<file path="src/rtl/double_ended_priority_queue_top_defines.svh">
// Assertion shorthands for the priority queue. Each expects clk and rst_n in scope.
`ifndef DOUBLE_ENDED_PRIORITY_QUEUE_TOP_DEFINES_SVH
`define DOUBLE_ENDED_PRIORITY_QUEUE_TOP_DEFINES_SVH

// Condition holds at every edge out of reset
`define DEPQ_ASSERT_ALWAYS(lbl, cond, msg) \
  lbl: assert property (@(posedge clk) disable iff (!rst_n) (cond)) else $error(msg);

// Consequent holds in the same cycle as the antecedent
`define DEPQ_ASSERT_IMPL(lbl, ante, cons, msg) \
  lbl: assert property (@(posedge clk) disable iff (!rst_n) (ante) |-> (cons)) else $error(msg);

// Consequent holds in the cycle after the antecedent
`define DEPQ_ASSERT_NEXT(lbl, ante, cons, msg) \
  lbl: assert property (@(posedge clk) disable iff (!rst_n) (ante) |=> (cons)) else $error(msg);

`endif

</file>
<file path="src/rtl/depq_pkg.sv">
package depq_pkg;

  // Default number of entries
  localparam int DEPTH_DEFAULT = 16;

  // Request codes
  typedef enum logic [1:0] {
    OP_INSERT   = 2'd0,
    OP_DEL_HEAD = 2'd1,
    OP_DEL_MAX  = 2'd2,
    OP_DEL_MIN  = 2'd3
  } op_t;

  // Result status codes
  typedef enum logic [1:0] {
    STAT_OK    = 2'd0,
    STAT_EMPTY = 2'd1,
    STAT_FULL  = 2'd2
  } status_t;

  // One stored entry
  typedef struct packed {
    logic        [31:0] payload;
    logic signed [31:0] prio;
  } entry_t;

endpackage

</file>
<file path="src/rtl/depq_if.sv">
// Request channel
interface depq_in_if;
  logic        valid;
  logic        ready;
  logic [1:0]  operation;
  logic [31:0] payload_in;
  logic [31:0] priority_in;

  modport source (output valid, operation, payload_in, priority_in, input ready);
  modport sink   (input valid, operation, payload_in, priority_in, output ready);
endinterface

// Result channel
interface depq_out_if;
  logic        valid;
  logic        ready;
  logic [1:0]  status;
  logic [31:0] payload_out;
  logic [4:0]  occupancy;

  modport source (output valid, status, payload_out, occupancy, input ready);
  modport sink   (input valid, status, payload_out, occupancy, output ready);
endinterface

</file>
<file path="src/rtl/double_ended_priority_queue_top.sv">
// Channel   Direction  Fields                                 Transaction
// in_chan   input      operation, payload_in, priority_in     valid && ready
// out_chan  output     status, payload_out, occupancy         valid && ready
//
// Insert and any failed request: after acceptance the result is registered in S_DONE.
// Delete-oldest with n entries: S_SHIFT moves the later entries down (n-1 shifts).
// Delete-max/min with n entries: S_SCAN reads all n, then S_SHIFT closes the gap unless it was last.
// The entry store has a single read and a single write port; a request is taken only in S_IDLE.
// rst_n is synchronous; it clears the count and control, the store is left as is.
// A result held on out_chan lets the next request in but holds it in S_DONE until taken.
module double_ended_priority_queue_top #(
  parameter int DEPTH = depq_pkg::DEPTH_DEFAULT
) (
  input  logic              clk,
  input  logic              rst_n,
  depq_in_if.sink           in_chan,
  depq_out_if.source        out_chan
);

  `include "double_ended_priority_queue_top_defines.svh"

  localparam int AW = $clog2(DEPTH);
  localparam int CW = $clog2(DEPTH + 1);

  typedef enum logic [3:0] {
    S_IDLE  = 4'b0001,
    S_SCAN  = 4'b0010,
    S_SHIFT = 4'b0100,
    S_DONE  = 4'b1000
  } state_t;

  state_t                  state_r, state_nxt;
  logic [CW-1:0]           count_r, count_nxt;
  logic [AW-1:0]           idx_r, idx_nxt;
  logic [AW-1:0]           best_pos_r, best_pos_nxt;
  logic signed [31:0]      best_pri_r, best_pri_nxt;
  logic [31:0]             best_pay_r, best_pay_nxt;
  logic                    want_max_r, want_max_nxt;
  depq_pkg::status_t       res_status_r, res_status_nxt;
  logic [31:0]             res_payload_r, res_payload_nxt;
  logic                    out_valid_r, out_valid_nxt;
  depq_pkg::status_t       out_status_r, out_status_nxt;
  logic [31:0]             out_payload_r, out_payload_nxt;
  logic [4:0]              out_occ_r, out_occ_nxt;

  logic                    we;
  logic [AW-1:0]           waddr;
  depq_pkg::entry_t        wdata;
  logic [AW-1:0]           raddr;
  depq_pkg::entry_t        rd_data;

  logic                    in_accept;
  depq_pkg::op_t           op;
  logic                    take;
  logic                    scan_last;
  logic                    shift_last;

  logic                    ins_room;
  logic                    shift_in_span;
  logic                    scan_in_span;

  // Address of base + step, parked at zero past the end of the store
  function automatic logic [AW-1:0] step_addr(input logic [AW-1:0] base,
                                              input logic [CW-1:0] step);
    logic [CW-1:0] sum;
    sum = CW'(base) + step;
    return (sum < CW'(DEPTH)) ? sum[AW-1:0] : '0;
  endfunction

  depq_ram #(
    .DEPTH (DEPTH)
  ) u_ram (
    .clk   (clk),
    .we    (we),
    .waddr (waddr),
    .wdata (wdata),
    .raddr (raddr),
    .rdata (rd_data)
  );

  assign in_accept       = in_chan.valid && in_chan.ready;
  assign op              = depq_pkg::op_t'(in_chan.operation);
  assign in_chan.ready   = (state_r == S_IDLE);

  assign out_chan.valid       = out_valid_r;
  assign out_chan.status      = out_status_r;
  assign out_chan.payload_out = out_payload_r;
  assign out_chan.occupancy   = out_occ_r;

  // Scan compare: first entry always taken, strict compare keeps the oldest on ties
  assign take = (idx_r == '0) ||
                (want_max_r ? (rd_data.prio > best_pri_r) : (rd_data.prio < best_pri_r));
  assign best_pos_nxt = take ? idx_r : best_pos_r;
  assign best_pri_nxt = take ? rd_data.prio : best_pri_r;
  assign best_pay_nxt = take ? rd_data.payload : best_pay_r;

  assign scan_last  = (CW'(idx_r) == count_r - CW'(1));
  assign shift_last = (CW'(idx_r) == count_r - CW'(2));

  // Sequencer
  always_comb begin
    state_nxt       = state_r;
    count_nxt       = count_r;
    idx_nxt         = idx_r;
    want_max_nxt    = want_max_r;
    res_status_nxt  = res_status_r;
    res_payload_nxt = res_payload_r;
    out_valid_nxt   = out_valid_r;
    out_status_nxt  = out_status_r;
    out_payload_nxt = out_payload_r;
    out_occ_nxt     = out_occ_r;
    we              = 1'b0;
    waddr           = idx_r;
    wdata           = rd_data;
    raddr           = '0;

    if (out_valid_r && out_chan.ready) begin
      out_valid_nxt = 1'b0;
    end

    unique case (state_r)
      S_IDLE: begin
        raddr = (op == depq_pkg::OP_DEL_HEAD) ? AW'(1) : '0;
        if (in_accept) begin
          res_payload_nxt = '0;
          res_status_nxt  = depq_pkg::STAT_OK;
          want_max_nxt    = (op == depq_pkg::OP_DEL_MAX);
          idx_nxt         = '0;
          state_nxt       = S_DONE;
          unique case (op)
            depq_pkg::OP_INSERT: begin
              if (count_r < CW'(DEPTH)) begin
                we            = 1'b1;
                waddr         = count_r[AW-1:0];
                wdata.payload = in_chan.payload_in;
                wdata.prio    = in_chan.priority_in;
                count_nxt     = count_r + CW'(1);
              end else begin
                res_status_nxt = depq_pkg::STAT_FULL;
              end
            end
            depq_pkg::OP_DEL_HEAD: begin
              if (count_r == '0) begin
                res_status_nxt = depq_pkg::STAT_EMPTY;
              end else if (count_r == CW'(1)) begin
                count_nxt = '0;
              end else begin
                state_nxt = S_SHIFT;
              end
            end
            depq_pkg::OP_DEL_MAX, depq_pkg::OP_DEL_MIN: begin
              if (count_r == '0) begin
                res_status_nxt = depq_pkg::STAT_EMPTY;
              end else begin
                state_nxt = S_SCAN;
              end
            end
          endcase
        end
      end

      S_SCAN: begin
        if (scan_last) begin
          raddr           = step_addr(best_pos_nxt, CW'(1));
          res_payload_nxt = best_pay_nxt;
          if (CW'(best_pos_nxt) == count_r - CW'(1)) begin
            count_nxt = count_r - CW'(1);
            state_nxt = S_DONE;
          end else begin
            idx_nxt   = best_pos_nxt;
            state_nxt = S_SHIFT;
          end
        end else begin
          raddr   = step_addr(idx_r, CW'(1));
          idx_nxt = idx_r + AW'(1);
        end
      end

      S_SHIFT: begin
        // Entry idx+1 arrives now and moves down to idx
        we    = 1'b1;
        waddr = idx_r;
        wdata = rd_data;
        raddr = step_addr(idx_r, CW'(2));
        if (shift_last) begin
          count_nxt = count_r - CW'(1);
          state_nxt = S_DONE;
        end else begin
          idx_nxt = idx_r + AW'(1);
        end
      end

      S_DONE: begin
        if (!out_valid_r || out_chan.ready) begin
          out_valid_nxt   = 1'b1;
          out_status_nxt  = res_status_r;
          out_payload_nxt = res_payload_r;
          out_occ_nxt     = 5'(count_r);
          state_nxt       = S_IDLE;
        end
      end

      default: begin
        state_nxt = S_IDLE;
      end
    endcase
  end

  // Control registers
  always_ff @(posedge clk) begin
    if (!rst_n) begin
      state_r     <= S_IDLE;
      count_r     <= '0;
      out_valid_r <= 1'b0;
    end else begin
      state_r     <= state_nxt;
      count_r     <= count_nxt;
      out_valid_r <= out_valid_nxt;
    end
  end

  // Datapath registers
  always_ff @(posedge clk) begin
    idx_r         <= idx_nxt;
    want_max_r    <= want_max_nxt;
    res_status_r  <= res_status_nxt;
    res_payload_r <= res_payload_nxt;
    out_status_r  <= out_status_nxt;
    out_payload_r <= out_payload_nxt;
    out_occ_r     <= out_occ_nxt;
    if (state_r == S_SCAN) begin
      best_pos_r <= best_pos_nxt;
      best_pri_r <= best_pri_nxt;
      best_pay_r <= best_pay_nxt;
    end
  end

  // Checks
  assign ins_room      = in_accept && op == depq_pkg::OP_INSERT && count_r < CW'(DEPTH);
  assign shift_in_span = count_r >= CW'(2) && CW'(idx_r) <= count_r - CW'(2);
  assign scan_in_span  = count_r != '0 && CW'(idx_r) < count_r;

  `DEPQ_ASSERT_ALWAYS(a_count_bound, count_r <= CW'(DEPTH), "entry count exceeds depth")
  `DEPQ_ASSERT_NEXT(a_insert_grows, ins_room, count_r == $past(count_r) + CW'(1), "insert lost")
  `DEPQ_ASSERT_IMPL(a_shift_span, state_r == S_SHIFT, shift_in_span, "shift out of range")
  `DEPQ_ASSERT_IMPL(a_scan_span, state_r == S_SCAN, scan_in_span, "scan out of range")

endmodule

</file>
<file path="src/rtl/depq_ram.sv">
// Entry store: one write port, one read port, registered read data
module depq_ram #(
  parameter int DEPTH = depq_pkg::DEPTH_DEFAULT,
  localparam int AW = $clog2(DEPTH)
) (
  input  logic             clk,
  input  logic             we,
  input  logic [AW-1:0]    waddr,
  input  depq_pkg::entry_t wdata,
  input  logic [AW-1:0]    raddr,
  output depq_pkg::entry_t rdata
);

  depq_pkg::entry_t mem [DEPTH];
  depq_pkg::entry_t rdata_r;

  always_ff @(posedge clk) begin
    if (we) begin
      mem[waddr] <= wdata;
    end
  end

  always_ff @(posedge clk) begin
    rdata_r <= mem[raddr];
  end

  assign rdata = rdata_r;

endmodule
</file>
<file path="src/flat_wrapper.sv">
// flat-port wrapper written by rule: the top's interface ports become plain ports
module double_ended_priority_queue_top_flat 
#(
  parameter int DEPTH = depq_pkg::DEPTH_DEFAULT
)
  (clk, rst_n, in_chan_valid, in_chan_operation, in_chan_payload_in, in_chan_priority_in, in_chan_ready, out_chan_valid, out_chan_status, out_chan_payload_out, out_chan_occupancy, out_chan_ready);
  depq_in_if in_chan_i ();
  depq_out_if out_chan_i ();
  input  logic clk;
  input  logic rst_n;
  input wire logic [$bits(in_chan_i.valid)-1:0] in_chan_valid;
  input wire logic [$bits(in_chan_i.operation)-1:0] in_chan_operation;
  input wire logic [$bits(in_chan_i.payload_in)-1:0] in_chan_payload_in;
  input wire logic [$bits(in_chan_i.priority_in)-1:0] in_chan_priority_in;
  output wire logic [$bits(in_chan_i.ready)-1:0] in_chan_ready;
  output wire logic [$bits(out_chan_i.valid)-1:0] out_chan_valid;
  output wire logic [$bits(out_chan_i.status)-1:0] out_chan_status;
  output wire logic [$bits(out_chan_i.payload_out)-1:0] out_chan_payload_out;
  output wire logic [$bits(out_chan_i.occupancy)-1:0] out_chan_occupancy;
  input wire logic [$bits(out_chan_i.ready)-1:0] out_chan_ready;
  assign in_chan_i.valid = in_chan_valid;
  assign in_chan_i.operation = in_chan_operation;
  assign in_chan_i.payload_in = in_chan_payload_in;
  assign in_chan_i.priority_in = in_chan_priority_in;
  assign in_chan_ready = in_chan_i.ready;
  assign out_chan_valid = out_chan_i.valid;
  assign out_chan_status = out_chan_i.status;
  assign out_chan_payload_out = out_chan_i.payload_out;
  assign out_chan_occupancy = out_chan_i.occupancy;
  assign out_chan_i.ready = out_chan_ready;
  double_ended_priority_queue_top #(.DEPTH(DEPTH)) u_core (.clk(clk), .rst_n(rst_n), .in_chan(in_chan_i), .out_chan(out_chan_i));
endmodule
</file>
<file path="config.mk">
export PLATFORM = sky130hd
export DESIGN_NAME = double_ended_priority_queue_top_flat
export DESIGN_NICKNAME = d
export VERILOG_FILES = /design/src/rtl/depq_pkg.sv /design/src/rtl/depq_if.sv /design/src/rtl/double_ended_priority_queue_top.sv /design/src/rtl/depq_ram.sv /design/src/flat_wrapper.sv
export VERILOG_INCLUDE_DIRS = /design/src /design/src/rtl
export SDC_FILE = /design/constraint.sdc
export NUM_CORES = 1
export LEC_CHECK = 0
export CORE_MARGIN = 2
export CORE_UTILIZATION = 35
export DETAILED_ROUTE_END_ITERATION = 8
export DONT_BUFFER_PORTS = 1
export PLACE_DENSITY = 0.5
export SKIP_CTS_REPAIR_TIMING = 1
export SLEW_MARGIN = 20
export SYNTH_ARGS = -nofsm -noshare
export SYNTH_HDL_FRONTEND = slang
export SYNTH_SLANG_ARGS = --single-unit
</file>
<file path="constraint.sdc">
create_clock -name clk -period 9.9 [get_ports clk]
set_input_delay 1.98 -clock clk [delete_from_list [all_inputs] [get_ports clk]]
set_output_delay 1.98 -clock clk [all_outputs]
set_load 0.03 [all_outputs]
</file>
==> qor.txt <==
Status: completed
Routed via count: 22241
Setup crit start kind: flop
Initial DRC Count: 1865
CP endpoint kind: flop
P per Cell Area: 210 nW/um^2
Ys flop type: edfxtp_1
DP Wirelength: 57.1 mm
Crit path buffers/inverters: 5
Port bufs: 0
Yosys top cell by area: edfxtp_1
Worst path max stage delay: 750 ps
Sequential Area: 36600 um^2
Clock-pin slew on the worst setup and hold paths: 60 ps
GR Overflow Total: 0
Filler cells: 12138
RR Endpoint: u_core.u_ram.rdata[39]
Slew @ Worst Pin: 1050 ps
Commonest non-fill, non-tap cell in the layout: edfxtp_1
Post-Syn Instances: 2294
FP Rows: 136
Count of cell types in the netlist: 77
R2r worst-path depth: 20
GRT Total Usage: 0.160
WP data arrival: 7340 ps
Most frequent cells in the layout: edfxtp_1 (1170), mux4_2 (256), mux2i_1 (197), clkbuf_16 (121), mux2_2 (96)
Hold path cells: 0
Post-route insts no fill: 4268
Post-Route WL: 113 mm
Sequential fraction of the synthesis area: 0.751
Maximum VDD drop: 0.000146 V
Placed cell count: 4035
Leak: 17.4 nW
Post-synth ARST share: 0
Final setup skew: 52.8 ps
Crit path depth: 20
Syn Area/Cell: 21.3 um^2
Hold Path Class: flop to flop
Tcrit/Tclk final: 0.681
Final core occ: 0.400
Setup violators final: 0
Initial antenna violation count: 26
Final #Nets: 2477
CTS tree: done
Total Die Area: 142000 um^2
Required time of the critical path: 10490 ps
Crit path max-delay family: buffers and inverters
I/O pin cnt: 111
Worst path slowest cell: a221oi_1
Total negative slack: 0 ps
Yosys top cell area share: 0.720
Mapped Area: 48800 um^2
First-pass detailed-route iteration total: 6
Relative slew slack: 0.301
Seq cells post-synth: 1244
H-tree depth: 3
Pin count of the biggest net entering global routing: 143
Number of vias per cell: 5.21
First-pass GRT wire length: 164 mm
Fmax: 148 MHz
# clock sinks: 1244
EDFF count, synth: 1170
Clock buffer depth: 3
Die height: 377 um
Clk Latency, worst-skew pair: 740 ps
RSZ-0062 raised after global routing: no
Crit-path max FO: 34
Initial core utilization: 0.354
Yosys warning count: 0
R2R Path Start: u_core.best_pri_r[19]
CTS root buffer: clkbuf_16
Chip Width: 377 um
Max Transition Viols Final: 0
# Max-Cap Violations: 0
Final GP Congestion: 0.779
Area Overhead vs Synth: 13.1%
Antenna-violating nets left: 0
CORE AREA: 138000 um^2
Worst-path cell chain: inv_1 -> ha_1 -> a21oi_1 -> o21ai_0 -> a221oi_1 -> o21a_1 -> nand3_1 -> and3_1 -> nor2_4 -> buf_4 -> mux2i_1 -> inv_1 -> ha_1 -> nand2_1 -> o221ai_4 -> buf_4 -> buf_4 -> mux4_2 -> mux2i_1 -> mux2i_1
Final Hold Vio Count: 0
Wire per inst: 26.5 um
Number of global-route vias before repair: 23536
Cells taking the most area after synthesis: edfxtp_1 (72%), mux4_2 (12%), mux2i_1 (4.0%)
Synth Net Count: 2407
Layout cells sized above 1: 0.259
CTS Buf Count: 121
R2r setup slk: 3150 ps
Multi-input gate area: 11400 um^2
Min Tclk post-route: 6750 ps
Hold path startpoint: u_core.res_status_r[1]
Hold Path End: u_core.out_chan.status[1]
Kind of critical path: flop to flop
DRC: 0
-- worst max path at each step --
stage                                from  slack [ps]                      end
floorplan               u_core.state_r[1]        3840  u_core.u_ram.mem[10][0]
global placement    u_core.best_pri_r[17]        3120   u_core.u_ram.rdata[42]
detailed placement  u_core.best_pri_r[19]        3030   u_core.u_ram.rdata[39]
CTS                 u_core.best_pri_r[19]        3010   u_core.u_ram.rdata[39]
global route        u_core.best_pri_r[17]        2620   u_core.u_ram.rdata[39]
finish              u_core.best_pri_r[19]        3150   u_core.u_ram.rdata[39]
-- sequential cells by signal, summed over array words and instances, names as in the netlist --
name                         flops
u_core.u_ram.mem              1024
u_core.u_ram.rdata              64
u_core.best_pay_r               32
u_core.best_pri_r               32
u_core.out_chan.payload_out     32
u_core.res_payload_r            32
u_core.count_r                   5
u_core.out_chan.occupancy        5
u_core.best_pos_r                4
u_core.idx_r                     4
u_core.state_r                   4
u_core.out_chan.status           2
u_core.res_status_r              2
u_core.out_chan.valid            1
u_core.want_max_r                1
-- layout make-up --
| class | instances | share of cell area |
|---|---|---|
| clock buffers | 158 | 0.0599 |
| clock inverters | 72 | 0.0165 |
| diodes | 3 | 0.000136 |
| repair buffers | 49 | 0.00810 |
| flip-flops and latches | 1244 | 0.664 |
| inverters | 53 | 0.00361 |
| multi-input cells | 895 | 0.207 |
| well taps | 1794 | 0.0407 |
-- synth_stat cells, types with 2 or more instances --
master	n
edfxtp_1	1170
mux4_2	256
mux2i_1	197
mux2_2	96
dfxtp_1	74
inv_1	50
nand2_1	45
ha_1	43
nor2_1	38
and2_1	35
buf_2	31
buf_4	23
buf_6	23
a21oi_1	21
clkbuf_1	15
o21ai_0	15
nand3_1	13
xnor2_1	11
nor2b_1	10
nor3_1	9
a31oi_1	8
nand4_1	7
buf_1	6
o22ai_1	6
a32oi_1	5
and3_1	5
o21ai_1	5
xor2_1	5
o21a_1	4
a211oi_1	3
a21boi_0	3
clkbuf_8	3
inv_2	3
nand3b_1	3
nor4_1	3
o211ai_1	3
a311oi_1	2
a41o_1	2
a41oi_1	2
nand2b_1	2
nor4b_1	2
o21bai_1	2
-- report_power, final --
part / total [mW] / switching, mW / internal (mW)
clock: 4.82 / 1.99 / 2.83
sequential: 6.04 / 0.0746 / 5.97
combinational: 0.726 / 0.462 / 0.264
total: 11.6 / 2.52 / 9.06
-- per-stage QoR --
step	hold slack [ps]	setup slack [ps]	cell area [um^2]	power, mW
floorplan	400	3840	48800	6.66
global placement	402	3120	50900	6.86
detailed placement	408	3030	50900	6.89
CTS	425	3010	55200	11.7
global route	431	2620	55200	12.0
finish	421	3150	55200	11.6
-- routing by layer --
metal | share of wire | GRT usage | up-vias
li1 | - | - | 9572
met1 | 0.43 | 0.209 | 11955
met2 | 0.50 | 0.273 | 547
met3 | 0.051 | 0.0295 | 153
met4 | 0.018 | 0.0433 | 14
met5 | 0.00084 | 0 | -
-- kinds of logic (layout without fill, tap and decap cells) --
logic type / count (synthesis) / count (layout) / share of synthesized area
flops: 1244 / 1244 / 0.751
mux: 549 / 549 / 0.181
simple gates: 182 / 182 / 0.0195
buf+inv: 155 / 332 / 0.0187
compound gates: 104 / 104 / 0.0159
fa+ha+maj: 43 / 43 / 0.0110
xor+xnor: 17 / 17 / 0.00321
other cells: 0 / 3 / 0
Note: power is estimated with default switching activity, not from simulation.
